$ cat src/rtl/core/mtps_pkg.sv
package mtps_pkg;

  localparam int CHANNELS    = 4;
  localparam int SAMPLE_BITS = 16;
  localparam int PEAK_FRAC   = 32 - SAMPLE_BITS;
  localparam int CH_W        = 2;
  localparam int INC_W       = 36;
  localparam int PH_W        = 18;
  localparam int ACC_W       = 40;
  localparam int N_W         = 19;
  localparam int Q_BITS      = 18;
  localparam int CNT_W       = 16;
  localparam int DAMP_W      = 16;
  localparam int CFG_IDX_W   = 3;
  localparam int STEP_W      = 5;

  localparam logic [CH_W-1:0]   CH_LAST  = CH_W'(CHANNELS - 1);
  localparam logic [STEP_W-1:0] DIV_LAST = STEP_W'(Q_BITS - 1);
  localparam logic signed [PH_W-1:0] PH_ONE = {1'b0, {(PH_W-1){1'b1}}};

  typedef enum logic [CFG_IDX_W-1:0] {
    REG_ENABLE,
    REG_SPF,
    REG_FDAMP,
    REG_ADAMP,
    REG_INC0,
    REG_INC1,
    REG_INC2,
    REG_INC3
  } reg_idx_e;

  typedef enum logic [3:0] {
    MUL_NONE,
    MUL_PRCR,
    MUL_PICI,
    MUL_PRCI,
    MUL_PICR,
    MUL_NRN,
    MUL_NIN,
    MUL_OUT,
    MUL_DAMPR,
    MUL_DAMPI,
    MUL_PEAK
  } mul_sel_e;

  typedef enum logic [4:0] {
    ACT_NONE,
    ACT_SMP,
    ACT_PEAK,
    ACT_NLOAD,
    ACT_DIV,
    ACT_NSTORE,
    ACT_SLOAD,
    ACT_SSUB,
    ACT_NR,
    ACT_SADD,
    ACT_NI,
    ACT_ACCR,
    ACT_ACCI,
    ACT_CNT,
    ACT_OLOAD,
    ACT_OSTORE,
    ACT_EMIT,
    ACT_DRWR,
    ACT_DIWR,
    ACT_PDAMP
  } act_e;

  typedef enum logic [4:0] {
    ST_IDLE,
    ST_PEAK,
    ST_PCHK,
    ST_NDIV,
    ST_NSTORE,
    ST_CHSEL,
    ST_ROT,
    ST_COUNT,
    ST_FCHK,
    ST_OSEL,
    ST_OMUL,
    ST_OLOAD,
    ST_ODIV,
    ST_OSTORE,
    ST_EMIT,
    ST_DAMP,
    ST_PMUL,
    ST_PDAMP
  } state_e;

  typedef struct packed {
    mul_sel_e        mul;
    act_e            act;
    logic [CH_W-1:0] ch;
    logic            im;
  } cmd_t;

  typedef struct packed {
    logic                enable;
    logic                peak_zero;
    logic                frame_end;
    logic                out_free;
    logic [CHANNELS-1:0] active;
  } sts_t;

endpackage

$ cat src/rtl/core/mtps_ctrl.sv
module mtps_ctrl (
  input  logic              clk_i,
  input  logic              rst_ni,
  input  logic              in_valid_i,
  output logic              in_ready_o,
  input  mtps_pkg::sts_t    sts_i,
  output mtps_pkg::cmd_t    cmd_o
);

  mtps_pkg::state_e                  state_q, state_d;
  logic [mtps_pkg::STEP_W-1:0]       cnt_q, cnt_d;
  logic [mtps_pkg::CH_W-1:0]         ch_q, ch_d;
  logic                              im_q, im_d;
  logic                              ch_last;

  assign ch_last = (ch_q == mtps_pkg::CH_LAST);

  always_ff @(posedge clk_i or negedge rst_ni) begin
    if (!rst_ni) begin
      state_q <= mtps_pkg::ST_IDLE;
      cnt_q   <= '0;
      ch_q    <= '0;
      im_q    <= 1'b0;
    end else begin
      state_q <= state_d;
      cnt_q   <= cnt_d;
      ch_q    <= ch_d;
      im_q    <= im_d;
    end
  end

  always_comb begin
    state_d    = state_q;
    cnt_d      = cnt_q;
    ch_d       = ch_q;
    im_d       = im_q;
    in_ready_o = 1'b0;
    cmd_o.mul  = mtps_pkg::MUL_NONE;
    cmd_o.act  = mtps_pkg::ACT_NONE;
    cmd_o.ch   = ch_q;
    cmd_o.im   = im_q;
    unique case (state_q)
      mtps_pkg::ST_IDLE: begin
        in_ready_o = 1'b1;
        // A transaction taken while disabled is dropped without effect.
        if (in_valid_i && sts_i.enable) begin
          cmd_o.act = mtps_pkg::ACT_SMP;
          state_d   = mtps_pkg::ST_PEAK;
        end
      end
      mtps_pkg::ST_PEAK: begin
        cmd_o.act = mtps_pkg::ACT_PEAK;
        state_d   = mtps_pkg::ST_PCHK;
      end
      mtps_pkg::ST_PCHK: begin
        if (sts_i.peak_zero) begin
          state_d = mtps_pkg::ST_IDLE;
        end else begin
          cmd_o.act = mtps_pkg::ACT_NLOAD;
          cnt_d     = '0;
          state_d   = mtps_pkg::ST_NDIV;
        end
      end
      mtps_pkg::ST_NDIV: begin
        cmd_o.act = mtps_pkg::ACT_DIV;
        cnt_d     = cnt_q + 1'b1;
        if (cnt_q == mtps_pkg::DIV_LAST) state_d = mtps_pkg::ST_NSTORE;
      end
      mtps_pkg::ST_NSTORE: begin
        cmd_o.act = mtps_pkg::ACT_NSTORE;
        ch_d      = '0;
        state_d   = mtps_pkg::ST_CHSEL;
      end
      mtps_pkg::ST_CHSEL: begin
        if (sts_i.active[ch_q]) begin
          cnt_d   = '0;
          state_d = mtps_pkg::ST_ROT;
        end else if (ch_last) begin
          state_d = mtps_pkg::ST_COUNT;
        end else begin
          ch_d = ch_q + 1'b1;
        end
      end
      mtps_pkg::ST_ROT: begin
        // Rotate the phasor, then accumulate phasor times normalized sample.
        unique case (cnt_q[2:0])
          3'd0: cmd_o.mul = mtps_pkg::MUL_PRCR;
          3'd1: begin
            cmd_o.mul = mtps_pkg::MUL_PICI;
            cmd_o.act = mtps_pkg::ACT_SLOAD;
          end
          3'd2: begin
            cmd_o.mul = mtps_pkg::MUL_PRCI;
            cmd_o.act = mtps_pkg::ACT_SSUB;
          end
          3'd3: begin
            cmd_o.mul = mtps_pkg::MUL_PICR;
            cmd_o.act = mtps_pkg::ACT_NR;
          end
          3'd4: cmd_o.act = mtps_pkg::ACT_SADD;
          3'd5: begin
            cmd_o.mul = mtps_pkg::MUL_NRN;
            cmd_o.act = mtps_pkg::ACT_NI;
          end
          3'd6: begin
            cmd_o.mul = mtps_pkg::MUL_NIN;
            cmd_o.act = mtps_pkg::ACT_ACCR;
          end
          3'd7: cmd_o.act = mtps_pkg::ACT_ACCI;
        endcase
        cnt_d = cnt_q + 1'b1;
        if (cnt_q[2:0] == 3'd7) begin
          if (ch_last) begin
            state_d = mtps_pkg::ST_COUNT;
          end else begin
            ch_d    = ch_q + 1'b1;
            state_d = mtps_pkg::ST_CHSEL;
          end
        end
      end
      mtps_pkg::ST_COUNT: begin
        cmd_o.act = mtps_pkg::ACT_CNT;
        state_d   = mtps_pkg::ST_FCHK;
      end
      mtps_pkg::ST_FCHK: begin
        if (sts_i.frame_end) begin
          ch_d    = '0;
          state_d = mtps_pkg::ST_OSEL;
        end else begin
          state_d = mtps_pkg::ST_IDLE;
        end
      end
      mtps_pkg::ST_OSEL: begin
        if (sts_i.active[ch_q]) begin
          im_d    = 1'b0;
          state_d = mtps_pkg::ST_OMUL;
        end else if (ch_last) begin
          ch_d    = '0;
          cnt_d   = '0;
          state_d = mtps_pkg::ST_DAMP;
        end else begin
          ch_d = ch_q + 1'b1;
        end
      end
      mtps_pkg::ST_OMUL: begin
        cmd_o.mul = mtps_pkg::MUL_OUT;
        state_d   = mtps_pkg::ST_OLOAD;
      end
      mtps_pkg::ST_OLOAD: begin
        cmd_o.act = mtps_pkg::ACT_OLOAD;
        cnt_d     = '0;
        state_d   = mtps_pkg::ST_ODIV;
      end
      mtps_pkg::ST_ODIV: begin
        cmd_o.act = mtps_pkg::ACT_DIV;
        cnt_d     = cnt_q + 1'b1;
        if (cnt_q == mtps_pkg::DIV_LAST) state_d = mtps_pkg::ST_OSTORE;
      end
      mtps_pkg::ST_OSTORE: begin
        cmd_o.act = mtps_pkg::ACT_OSTORE;
        if (!im_q) begin
          im_d    = 1'b1;
          state_d = mtps_pkg::ST_OMUL;
        end else begin
          state_d = mtps_pkg::ST_EMIT;
        end
      end
      mtps_pkg::ST_EMIT: begin
        if (sts_i.out_free) begin
          cmd_o.act = mtps_pkg::ACT_EMIT;
          im_d      = 1'b0;
          if (ch_last) begin
            ch_d    = '0;
            cnt_d   = '0;
            state_d = mtps_pkg::ST_DAMP;
          end else begin
            ch_d    = ch_q + 1'b1;
            state_d = mtps_pkg::ST_OSEL;
          end
        end
      end
      mtps_pkg::ST_DAMP: begin
        unique case (cnt_q[1:0])
          2'd0: begin
            cmd_o.mul = mtps_pkg::MUL_DAMPR;
            cnt_d     = cnt_q + 1'b1;
          end
          2'd1: begin
            cmd_o.mul = mtps_pkg::MUL_DAMPI;
            cmd_o.act = mtps_pkg::ACT_DRWR;
            cnt_d     = cnt_q + 1'b1;
          end
          2'd2: begin
            cmd_o.act = mtps_pkg::ACT_DIWR;
            cnt_d     = '0;
            if (ch_last) begin
              ch_d    = '0;
              state_d = mtps_pkg::ST_PMUL;
            end else begin
              ch_d = ch_q + 1'b1;
            end
          end
          default: cnt_d = '0;
        endcase
      end
      mtps_pkg::ST_PMUL: begin
        cmd_o.mul = mtps_pkg::MUL_PEAK;
        state_d   = mtps_pkg::ST_PDAMP;
      end
      mtps_pkg::ST_PDAMP: begin
        cmd_o.act = mtps_pkg::ACT_PDAMP;
        state_d   = mtps_pkg::ST_IDLE;
      end
      default: state_d = mtps_pkg::ST_IDLE;
    endcase
  end

  a_rot_step: assert property (@(posedge clk_i) disable iff (!rst_ni)
    state_q == mtps_pkg::ST_ROT |-> cnt_q[4:3] == 2'b00)
    else $error("rotation step counter out of range");

  a_emit_active: assert property (@(posedge clk_i) disable iff (!rst_ni)
    cmd_o.act == mtps_pkg::ACT_EMIT |-> sts_i.active[ch_q] && sts_i.out_free)
    else $error("result emitted for an inactive channel or into a full register");

  a_accept_idle: assert property (@(posedge clk_i) disable iff (!rst_ni)
    cmd_o.act == mtps_pkg::ACT_SMP |=> state_q == mtps_pkg::ST_PEAK)
    else $error("sample load did not start the peak update");

endmodule

$ cat config.mk
export PLATFORM = sky130hd
export DESIGN_NAME = mtps_ctrl
export DESIGN_NICKNAME = d
export VERILOG_FILES = /design/src/rtl/core/mtps_pkg.sv /design/src/rtl/core/mtps_ctrl.sv
export SDC_FILE = /design/constraint.sdc
export NUM_CORES = 1
export LEC_CHECK = 0
export ABC_AREA = 1
export BUFFER_PORTS_ARGS = -buffer_cell sky130_fd_sc_hd__buf_2
export CAP_MARGIN = 20
export CELL_PAD_IN_SITES_DETAIL_PLACEMENT = 0
export CELL_PAD_IN_SITES_GLOBAL_PLACEMENT = 1
export CORE_UTILIZATION = 40
export DETAILED_ROUTE_END_ITERATION = 7
export PLACE_DENSITY_LB_ADDON = 0.1
export SLEW_MARGIN = 30
export SYNTH_ARGS = -nofsm -noshare
export SYNTH_HDL_FRONTEND = slang
export SYNTH_SLANG_ARGS = --single-unit
$ cat constraint.sdc
create_clock -name clk_i -period 1.7 [get_ports clk_i]
set_input_delay 0.34 -clock clk_i [delete_from_list [all_inputs] [get_ports clk_i]]
set_output_delay 0.34 -clock clk_i [all_outputs]
set_load 0.02 [all_outputs]
Word level (Yosys, flattened, before mapping)
Cells that the tools add are included.
Widths: inputs -> output; s select.
- $add $sub $neg: 2
- magnitude comparators: 1
- equality and inequality tests: 43
- muxes and demuxes: 47
- reduce and logical (&&, ||, !) cells: 14
- operators with widths (kind ; count):
    $mux 5 ; 18
    $pmux 5 s17 ; 1
    $pmux 5 s12 ; 1
    $eq 5x4->1 const B ; 8
    $pmux 5 s7 ; 1
    $pmux 4 s7 ; 1
    $ne 2x2->1 const B ; 12
    $eq 5x3->1 const B ; 4
    $mux 2 ; 10
    $pmux 3 s6 ; 1
    $pmux 4 s4 ; 1
    $eq 5x5->1 const B ; 3
    $pmux 2 s7 ; 1
    $reduce_bool 7->1 ; 2
    $eq 3x3->1 const B ; 4
    $eq 5x2->1 const B ; 2
    $pmux 5 s2 ; 1
    $reduce_and 9->1 ; 1
    $pmux 4 s2 ; 1
    $reduce_and 7->1 ; 1
    $eq 3x2->1 const B ; 2
    $mux 3 ; 2
    $ne 3x3->1 const B ; 2
    $add 5x1->5 const B ; 1
    other kinds (20) ; 26
- bits in registers: 13
- output and inout bits: 13

Depth between registers and ports, before layout
- depth in word-level cells: 4
- depth in mapped cells: 11
- depth with buffers taken out: 11

Worst setup path before layout
Ideal clock, no wire load.
- path type: register to output
- from: reg cnt_q[0] in the netlist's numbering
- to: out cmd_o[6] in the netlist's numbering
- arrival time: 1.538 ns
- setup slack: -0.178 ns
- cell stages (with the launch flop): 7
- buffers on the path: 0
- cells stage by stage: dfrtp_1 inv_1 ha_1 nor2_1 o21ai_0 nor3_1 o21ai_0
- RTL lines (item ; RTL line ; text):
    from (decl) ; mtps_ctrl.sv:11 ; logic [mtps_pkg::STEP_W-1:0] cnt_q, cnt_d;
    from (signal assigned) ; mtps_ctrl.sv:26 ; cnt_q <= cnt_d;
    to (decl) ; mtps_ctrl.sv:7 ; output mtps_pkg::cmd_t cmd_o

==> results_tabular.tex <==
\begin{tabular}{lr}
\hline
Metric & Value \\
\hline
\multicolumn{2}{l}{\textbf{CTS}} \\
Inserted Clock Buffers & 3 \\
Root Driver & clkbuf\_8 \\
CTS tree & yes \\
CTS clk-pin slew, worst paths & 0.06 ns \\
Deepest level of the CTS H-tree & 1 \\
Clk Latency, worst-skew pair & 0.25 ns \\
Maximum root-to-sink buffer count & 2 \\
Clk sink count & 13 \\
\multicolumn{2}{l}{\textbf{Final layout}} \\
Syn-to-layout area delta & 53.2\% \\
Register Area & 329 um\^{}2 \\
Antenna cell count & 0 \\
Fill count & 363 \\
Utilization after layout & 0.659 \\
Multi-input gate area & 1300 um\^{}2 \\
Post-Layout Cell Count & 387 \\
Fraction of layout cells with a size suffix above 1 & 0.448 \\
Final-stage net count & 360 \\
\multicolumn{2}{l}{\textbf{Worst setup path}} \\
Maximum net fanout on the critical path & 4 \\
Cell-by-cell listing of the critical path & buf\_6 -> ha\_4 -> nor2\_4 -> nor2\_1 -> o21ai\_1 -> nand4\_1 -> buf\_4 \\
Worst stage delay on the critical path & 0.42 ns \\
Capturing point of the worst reg2reg path & state\_q[0]\$\_DFFE\_PN0P\_ \\
Worst Path Required & 1.36 ns \\
Critical path's top delay family & flip-flops \\
Flop2flop setup slack & 0.01 ns \\
Element type at the critical path start & register \\
Crit. path cell count & 7 \\
Reg2reg path depth & 10 \\
CP max-delay cell & dfrtp\_1 \\
R2r startpoint & state\_q[1]\$\_DFFE\_PN0P\_ \\
Crit path capture type & output pin \\
Setup Crit Path Kind & reg2out \\
Worst EP arrival & 1.58 ns \\
Critical path capture point & cmd\_o[5] \\
Crit path launch & cnt\_q[1]\$\_DFFE\_PN0P\_ \\
Buffers and inverters on the worst path & 2 \\
\multicolumn{2}{l}{\textbf{Yosys}} \\
Number of instances in the synthesized netlist & 260 \\
Synth cell types & 31 \\
Count of flip-flops with a built-in enable after synthesis & 0 \\
Fraction of synthesis flops using an asynchronous set or reset pin & 1.00 \\
Post-Synthesis Cell Area & 1620 um\^{}2 \\
Number of synthesized register bits & 13 \\
Average cell area after synthesis & 6.24 um\^{}2 \\
Mapped Nets & 280 \\
Portion of the post-synthesis area used by sequential elements & 0.200 \\
Count of synthesis-stage warnings from yosys & 0 \\
Dominant synthesized flop cell & dfrtp\_1 \\
\multicolumn{2}{l}{\textbf{STA}} \\
TNS Setup & -1.54 ns \\
Max-slew violations & 0 \\
Clock Skews & 0.00319 ns \\
Final worst path period share & 1.13 \\
Slew at the pin with the worst max-slew slack & 0.317 ns \\
Post-route worst setup slack & -0.219 ns \\
Worst Hold Slack & 0.481 ns \\
Tmin final & 1.92 ns \\
Setup repair after global routing missed its margin & yes \\
Final hold viol count & 0 \\
Total setup violations reported at the end of the flow & 10 \\
Highest clock rate & 0.521 GHz \\
Slew HR & 0.789 \\
\multicolumn{2}{l}{\textbf{GRT}} \\
Overflow left after global routing & 0 \\
First-pass GRT wire length & 8910 um \\
Number of global-route vias before repair & 1884 \\
Largest net degree at the start of global routing & 14 \\
Antenna violations before repair & 0 \\
All-layer global routing usage & 0.275 \\
\multicolumn{2}{l}{\textbf{Placement}} \\
Placed Instances & 363 \\
Routability-driven placement congestion ratio & 0.941 \\
HPWL after detailed placement & 4030 um \\
Number of I/O port buffers & 23 \\
\multicolumn{2}{l}{\textbf{Floorplanning}} \\
Die Width & 65.7 um \\
Number of placement rows & 22 \\
Starting Density & 0.430 \\
Die footprint & 4320 um\^{}2 \\
Die Height & 65.7 um \\
Core box area & 3770 um\^{}2 \\
Top-level I/O count & 24 \\
\multicolumn{2}{l}{\textbf{Pwr}} \\
Internal power & 1.87 mW \\
Power density over the cells & 1520 nW/um\^{}2 \\
Largest vdd supply drop & 0.680 mV \\
Sw Pwr & 1.92 mW \\
Share of total power in the clock network & 0.078 \\
Leakage power summed over all cells & 1.34 nW \\
Sequential group share of total power & 0.159 \\
Switching share of power & 0.507 \\
Gate power share & 0.764 \\
Power after layout & 3.79 mW \\
\multicolumn{2}{l}{\textbf{Routing}} \\
Via count & 1941 \\
Number of detailed-route iterations in the first pass & 4 \\
Remaining antenna violation count after routing & 0 \\
Number of DRC violations after detailed-routing iteration 0 & 115 \\
DRC Markers & 0 \\
Final routed wirelength across all metal layers & 5360 um \\
WL per Instance & 13.9 um \\
Vias per Instance & 5.02 \\
\multicolumn{2}{l}{\textbf{Hold path}} \\
Min-Delay Path Class & in2reg \\
\multicolumn{2}{l}{\textbf{Status}} \\
Result of the run & complete, but fails checks \\
Violations in the final reports & negative setup slack \\
\multicolumn{2}{l}{\textbf{Flow run}} \\
\# Max-Cap Violations & 0 \\
\hline
\end{tabular}
final cells by class:
cell class                 instances  area share
clock inverter                     1     0.00201
clock buffer                       3      0.0166
timing repair buffer              78       0.241
tap                               48      0.0242
sequential                        13       0.132
multi-input combinational        207       0.521
inverter                          37      0.0624
per-stage QoR:
stage	setup slack, ns	instance area (um^2)
after floorplan	0.0225	1630
after global placement	-0.0559	2040
after detailed placement	-0.0935	2040
after CTS	-0.200	2410
after global routing	-0.277	2490
final	-0.219	2490
how the worst min path moves through the flow:
stage,startpoint,end,slack (ns),depth (start not counted)
final,sts_i[5],state_q[3]$_DFFE_PN0P_,0.48,5
after global placement,rst_ni,state_q[4]$_DFFE_PN0P_,0.25,1
after CTS,sts_i[5],state_q[3]$_DFFE_PN0P_,0.48,5
after floorplan,rst_ni,ch_q[0]$_DFFE_PN0P_,0.04,0
after detailed placement,rst_ni,state_q[4]$_DFFE_PN0P_,0.25,1
after global routing,sts_i[5],state_q[3]$_DFFE_PN0P_,0.53,5
logic make-up after synthesis:
logic type      count (synthesis)  share of synthesized area
compound gates                 31                      0.110
xor+xnor                        2                     0.0108
fa+ha+maj                       9                     0.0694
buf+inv                        40                      0.105
flops                          13                      0.200
simple gates                  165                      0.504
power by group through the flow:
stage	Sequential, mW	Clock, mW	Combinational [mW]
6_report	0.601	0.295	2.89
4_1_cts	0.599	0.301	2.77
2_1_floorplan	0.578	0	1.45
3_5_place_dp	0.583	0	2.27
5_1_grt	0.620	0.311	3.18
3_3_place_gp	0.577	0	2.27
worst register-to-register path: stages (launching register included):
cell and delay (ns):
dfrtp_2 0.48, buf_6 0.13, nand2_4 0.05, nor2_4 0.14, nand2_4 0.08, buf_4 0.14, buf_4 0.14, a21oi_1 0.24
nor2_4 0.07, nand2_1 0.06, nand2_1 0.05
routing by layer:
metal	GRT usage	vias up	routed length (um)
met2	0.473	41	2680
met1	0.346	891	2380
li1	-	996	-
met4	0.0870	0	109
met5	0	-	0
met3	0.0451	13	188
cells in the final DEF, fill, tap and decap left out, drive strengths merged:
| cell | synthesis | layout |
|---|---|---|
| xor2 | 2 | 2 |
| buf | 3 | 77 |
| ha | 9 | 9 |
| dlygate4sd3 | 0 | 1 |
| clkbuf | 0 | 3 |
| nand4 | 8 | 8 |
| o2111ai | 1 | 1 |
| nand2 | 92 | 92 |
| nor3 | 1 | 1 |
| nand3 | 22 | 22 |
| o211ai | 3 | 3 |
| a22oi | 2 | 2 |
| nand3b | 6 | 6 |
| a21o | 1 | 1 |
| o21ai | 14 | 14 |
| a21oi | 9 | 9 |
| dfrtp | 13 | 13 |
| nor2 | 35 | 35 |
| or2 | 1 | 1 |
| inv | 34 | 34 |
| clkinv | 3 | 4 |
| a31oi | 1 | 1 |
cell usage after synthesis (3+ instances only):
library cell,n,share of area
nor2_1,24,0.056
o21ai_0,13,0.040
nor2_4,5,0.035
ha_1,9,0.069
nand3_1,16,0.049
nand2_1,82,0.19
nand2_2,8,0.031
nand3_2,5,0.031
nand4_1,8,0.031
nor2_2,6,0.023
dfrtp_1,13,0.20
nand3b_1,6,0.028
o211ai_1,3,0.014
a21oi_1,8,0.025
inv_1,31,0.072
inv_2,3,0.0069
state kept, by name, indices dropped and copies added, names as in the netlist:
name and count:
cnt_q 5, state_q 5, ch_q 2, im_q 1
what timing repair did:
action	in CTS	in global routing
setup buffers	16	4
gates cloned	0	0
hold buffers	1	0
hold endpoints to repair	13	0
pin swaps	17	12
resized for setup	60	17
endpoints found under the setup margin	17	19
Note: power is estimated with default switching activity, not from simulation.
